File: src/hdl/prmv_pkg.sv
// ----------------------------------------------------------------------------
// prmv_pkg
// Shared types and constants for the per-id running mean and spread block.
// ----------------------------------------------------------------------------
package prmv_pkg;

    localparam int CONF_W = 17;
    localparam int POS_W  = 32;
    localparam int CNT_W  = 16;
    localparam int SQ_W   = 64;
    localparam logic [CONF_W-1:0] MIN_CONF_RESET = 17'd45875;
    localparam logic [CNT_W-1:0]  CNT_MAX        = 16'hFFFF;

    // Sequencer states.
    typedef enum logic [3:0] {
        ST_IDLE,
        ST_READ,
        ST_LOAD,
        ST_DIV_MEAN,
        ST_MUL,
        ST_WRITE,
        ST_DIV_VAR,
        ST_SQRT,
        ST_EMIT,
        ST_CLEAR
    } prmv_state_t;

    // One stored entry.
    typedef struct packed {
        logic [CNT_W-1:0]  cnt;
        logic [POS_W-1:0]  mx;
        logic [POS_W-1:0]  my;
        logic [POS_W-1:0]  mz;
        logic [SQ_W-1:0]   sx;
        logic [SQ_W-1:0]   sy;
        logic [SQ_W-1:0]   sz;
        logic [CONF_W-1:0] mc;
    } prmv_entry_t;

    // Divider request and mode.
    typedef struct packed {
        logic start;
        logic sgn;
    } prmv_div_ctl_t;

endpackage

File: src/hdl/prmv_div.sv
// ----------------------------------------------------------------------------
// prmv_div
// Restoring divider, one quotient bit per cycle, 64-bit dividend by 16-bit
// divisor, with optional signed (truncating) mode.
// ----------------------------------------------------------------------------
module prmv_div
(
    input  logic                  clk,
    input  logic                  rst_n,
    input  prmv_pkg::prmv_div_ctl_t ctl,
    input  logic [63:0]           dividend,
    input  logic [15:0]           divisor,
    output logic [63:0]           quotient,
    output logic                  done
);
    import prmv_pkg::*;

    logic [63:0] q_reg, q_next;
    logic [16:0] r_reg, r_next;
    logic [6:0]  cnt_reg, cnt_next;
    logic        neg_reg, neg_next;
    logic        run_reg, run_next;
    logic [15:0] dv_reg, dv_next;
    logic [16:0] trial;

    always_comb
    begin
        q_next   = q_reg;
        r_next   = r_reg;
        cnt_next = cnt_reg;
        neg_next = neg_reg;
        run_next = run_reg;
        dv_next  = dv_reg;
        trial    = {r_reg[15:0], q_reg[63]};
        done     = 1'b0;
        if (ctl.start)
        begin
            neg_next = ctl.sgn & dividend[63];
            q_next   = (ctl.sgn & dividend[63]) ? (~dividend + 64'd1) : dividend;
            r_next   = '0;
            cnt_next = 7'd64;
            run_next = 1'b1;
            dv_next  = divisor;
        end
        else if (run_reg)
        begin
            // Shift one dividend bit in and try a subtract.
            if (trial >= {1'b0, dv_reg})
            begin
                r_next = trial - {1'b0, dv_reg};
                q_next = {q_reg[62:0], 1'b1};
            end
            else
            begin
                r_next = trial;
                q_next = {q_reg[62:0], 1'b0};
            end
            cnt_next = cnt_reg - 7'd1;
            if (cnt_reg == 7'd1)
            begin
                run_next = 1'b0;
            end
        end
        else
        begin
            done = (cnt_reg == 7'd0);
        end
    end

    assign quotient = neg_reg ? (~q_reg + 64'd1) : q_reg;

    always_ff @(posedge clk or negedge rst_n)
    begin
        if (!rst_n)
        begin
            run_reg <= 1'b0;
            cnt_reg <= 7'd1;
        end
        else
        begin
            run_reg <= run_next;
            cnt_reg <= cnt_next;
        end
    end

    always_ff @(posedge clk)
    begin
        q_reg   <= q_next;
        r_reg   <= r_next;
        neg_reg <= neg_next;
        dv_reg  <= dv_next;
    end

endmodule

File: config.mk
export PLATFORM = sky130hd
export DESIGN_NAME = prmv_div
export DESIGN_NICKNAME = d
export VERILOG_FILES = /design/src/hdl/prmv_pkg.sv /design/src/hdl/prmv_div.sv
export SDC_FILE = /design/constraint.sdc
export NUM_CORES = 1
export LEC_CHECK = 0
export BUFFER_PORTS_ARGS = -buffer_cell sky130_fd_sc_hd__buf_4
export CORE_ASPECT_RATIO = 1.2
export CORE_MARGIN = 2
export CORE_UTILIZATION = 59
export CTS_CLUSTER_SIZE = 40
export DETAILED_ROUTE_END_ITERATION = 10
export HOLD_SLACK_MARGIN = 0.08
export PLACE_DENSITY = 0.92
export SLEW_MARGIN = 15
export SYNTH_ARGS = -nofsm -noshare
export SYNTH_HDL_FRONTEND = slang
export SYNTH_SLANG_ARGS = --single-unit
File: constraint.sdc
create_clock -name clk -period 5.85 [get_ports clk]
set_input_delay 0.585 -clock clk [delete_from_list [all_inputs] [get_ports clk]]
set_output_delay 0.585 -clock clk [all_outputs]
set_load 0.005 [all_outputs]
==> impl_results.md <==
* Status: finished clean
* Worst r2r path cells at 9
* Vias per Instance at 6.22
* Synth Area in Simple Gates at 0.214
* Area grow syn2layout at 18.6%
* Pleak at 3.71 nW
* Area of the multi-input gates at 0.00483 mm²
* #FFs+latches synth at 105
* Normalized max-slew margin at 0.191
* Initial core utilization at 0.609
* Cells on Worst Hold Path at 1
* CP Class: reg2out
* Final Core Density at 0.723
* Largest net degree at the start of global routing at 97
* Gpl congestion at 0.950
* DIE HEIGHT at 132 µm
* I/O pin total at 149
* Setup crit end kind: output port
* Critical Path Max Stage Delay at 1.01 ns
* Detailed Route Iter0 Violations at 623
* Post-synth EDFFs at 81
* Remaining global-route overflow at 0
* Vias at 7542
* Residual DRC count at 0
* Dominant synthesized flop cell: edfxtp_1
* CTS tree: yes
* Post-synthesis compound-gate area fraction at 0.187
* CORE AREA at 0.0133 mm²
* Crit-path cells: nor4_4 -> nand4_1 -> nor3_1 -> nand4_2 -> o41ai_2 -> xnor2_1 -> buf_4
* Synth Instances at 920
* Post-layout net count at 1145
* Hpwl dp at 16.2 mm
* Clock share of power at 0.279
* Postcts setup bufs at 0
* Bufs on Longest Clock Path at 2
* Synthesized cell area at 0.00810 mm²
* Clk_lat worst skew at 0.36 ns
* CP Max Fanout at 7
* Inserted Clock Buffers at 9
* Fin crit share at 0.718
* Worst path arrival time at 3.61 ns
* Layout fillers at 1006
* GRT Total Usage at 0.299
* Startpoint Class: flop
* Setup TNS at 0 ns
* Required @ worst endpoint at 5.27 ns
* Antenna Nets Post-Route at 0
* Clock skew at 0.0116 ns
* Share of cells above drive strength 1 at 0.197
* Fmax at 0.238 GHz
* Ys async rst share at 0.0762
* Commonest non-fill, non-tap cell in the layout: buf_4
* Max reg flops at 64
* Peak VDD IR at 0.244 mV
* Die W at 111 µm
* Count of final setup violators at 0
* RSZ-0062 raised after global routing: false
* Cell Pwr Density at 260 mW/mm²
* Clk pin slew, worst setup/hold paths at 0.07 ns
* Crit path time final at 4.20 ns
* Syn_area_per_cell at 8.80 µm²
* Switching power total at 0.774 mW
* Final hold violations at 0
* Clock Sinks at 105
* Gate power share at 0.297
* Switching share of power at 0.310
* Syn. warnings at 0
* Flop pwr share at 0.424
* Syn_nets at 1025
* Die area at 0.0147 mm²
* Hold Crit Class: in2reg
* First-pass GRT wire length at 35.5 mm
* Post-synthesis mux area share at 0.0167
* Int Power at 1.72 mW
* Antenna cells at 0
* Post-synthesis sequential area ratio at 0.365
* Main combinational cell family by area after synthesis: simple AND/OR/NAND/NOR gates
* Max cap viols at 0
* Dpl cells at 1196
* Post-synthesis adder-cell area fraction at 0.0334
* Tightest Pin Transition at 1.20 ns
* Port-buffer cells at 148
* H-tree depth at 3
* Post-Route WL at 22.3 mm
* Synth Area in XOR/XNOR at 0.145
* Commonest non-fill, non-tap cells in the layout: buf_4, nor2_1, xnor2_1
* Slowest-stage cell, CP: nor3_1
* Seq. cell area at 0.00295 mm²
* CTS Root Cell: clkbuf_16
* Routed WL per cell at 18.4 µm
* Initial antenna violation count at 0
* Yosys cell types at 70
* Drt first pass iters at 7
* Post-Layout Cell Count at 1212
* Vias in the first global route at 7243
* Site Rows at 46
* Final number of max-transition violations at 0
area by class of cell:
| class | count | share of cell area |
|---|---|---|
| clock buffers | 9 | 0.0234 |
| clock inverters | 6 | 0.0112 |
| inverters | 33 | 0.0129 |
| multi-input cells | 737 | 0.503 |
| flip-flops and latches | 105 | 0.307 |
| well taps | 168 | 0.0219 |
| repair buffers | 154 | 0.121 |
cells by family after synthesis:
kind of cell | Yosys count
buf+inv | 78
simple gates | 338
fa+ha+maj | 21
compound gates | 231
flops | 105
xor+xnor | 134
mux | 13
metrics by stage:
stage	setup WS, ns	hold slack (ns)	power (mW)	area (µm²)
after floorplan	3.02	0.289	1.48	8100
after global placement	2.20	0.408	1.78	9270
after detailed placement	2.09	0.411	1.80	9270
after CTS	1.70	0.397	2.49	9610
after global routing	1.38	0.402	2.60	9610
final	1.65	0.402	2.49	9610
layer usage:
metal  vias up  GRT usage  wire length, µm
met5         -          0                0
met4         0      0.125              642
met3        49     0.0556             1840
met2       383      0.524            11300
met1      3495      0.360             8530
li1       3615          -                -
repair_timing:
item | 4_1_cts | 5_1_grt
resized for setup | 0 | 0
setup endpoints to repair | 0 | 0
hold buffers | 1 | 0
hold endpoints to repair | 7 | 0
worst paths after layout:
check	end	slack, ns	from
min in group asynchronous	cnt_reg[1]	0.58	rst_n
worst max-delay path	quotient[61]	1.65	q_reg[5]
worst min register to register	r_reg[11]	0.49	r_reg[11]
max in group asynchronous	cnt_reg[0]	5.06	rst_n
worst min-delay path	dv_reg[8]	0.40	divisor[8]
worst max register to register	r_reg[12]	2.82	dv_reg[9]
critical path, delay by kind of cell (launching register included):
family	cells	cell delay (ns)
simple gates	4	2.11
flops	1	0.49
compound gates	1	0.31
xor+xnor	1	0.19
buf+inv	1	0.15
power by group through the flow:
stage | combinational [mW] | clock (mW) | sequential (mW)
global placement | 0.715 | 0 | 1.06
finish | 0.740 | 0.697 | 1.06
detailed placement | 0.729 | 0 | 1.07
floorplan | 0.451 | 0 | 1.03
global route | 0.813 | 0.719 | 1.07
CTS | 0.736 | 0.696 | 1.05
Yosys cell counts (all sizes together) (2+ instances only):
cell type / count / area share
nand4: 11 / 0.012
buf: 14 / 0.0091
edfxtp: 81 / 0.30
or3: 24 / 0.019
o41ai: 13 / 0.019
xnor2: 110 / 0.12
nand2b: 7 / 0.0054
nor3b: 3 / 0.0028
o311a: 4 / 0.0049
nand3b: 3 / 0.0028
nand2: 62 / 0.029
inv: 33 / 0.015
dfrtp: 7 / 0.022
o21a: 3 / 0.0028
clkbuf: 31 / 0.015
and3: 3 / 0.0023
a31oi: 16 / 0.012
mux2i: 9 / 0.011
a211oi: 7 / 0.0065
ha: 20 / 0.031
o31a: 3 / 0.0032
or2: 3 / 0.0023
nand3: 17 / 0.011
nor2b: 7 / 0.0054
a21oi: 91 / 0.056
nand4b: 5 / 0.0073
o31ai: 27 / 0.031
o21ai: 42 / 0.026
a41oi: 4 / 0.0043
nor3: 42 / 0.031
dfxtp: 16 / 0.040
a21o: 5 / 0.0046
a311oi: 2 / 0.0022
o211ai: 4 / 0.0037
nor2: 121 / 0.056
mux2: 4 / 0.0056
xor2: 24 / 0.026
a22o: 2 / 0.0022
nor4: 18 / 0.017
or4: 9 / 0.0088
No activity file was read; power rests on OpenSTA's default activity.
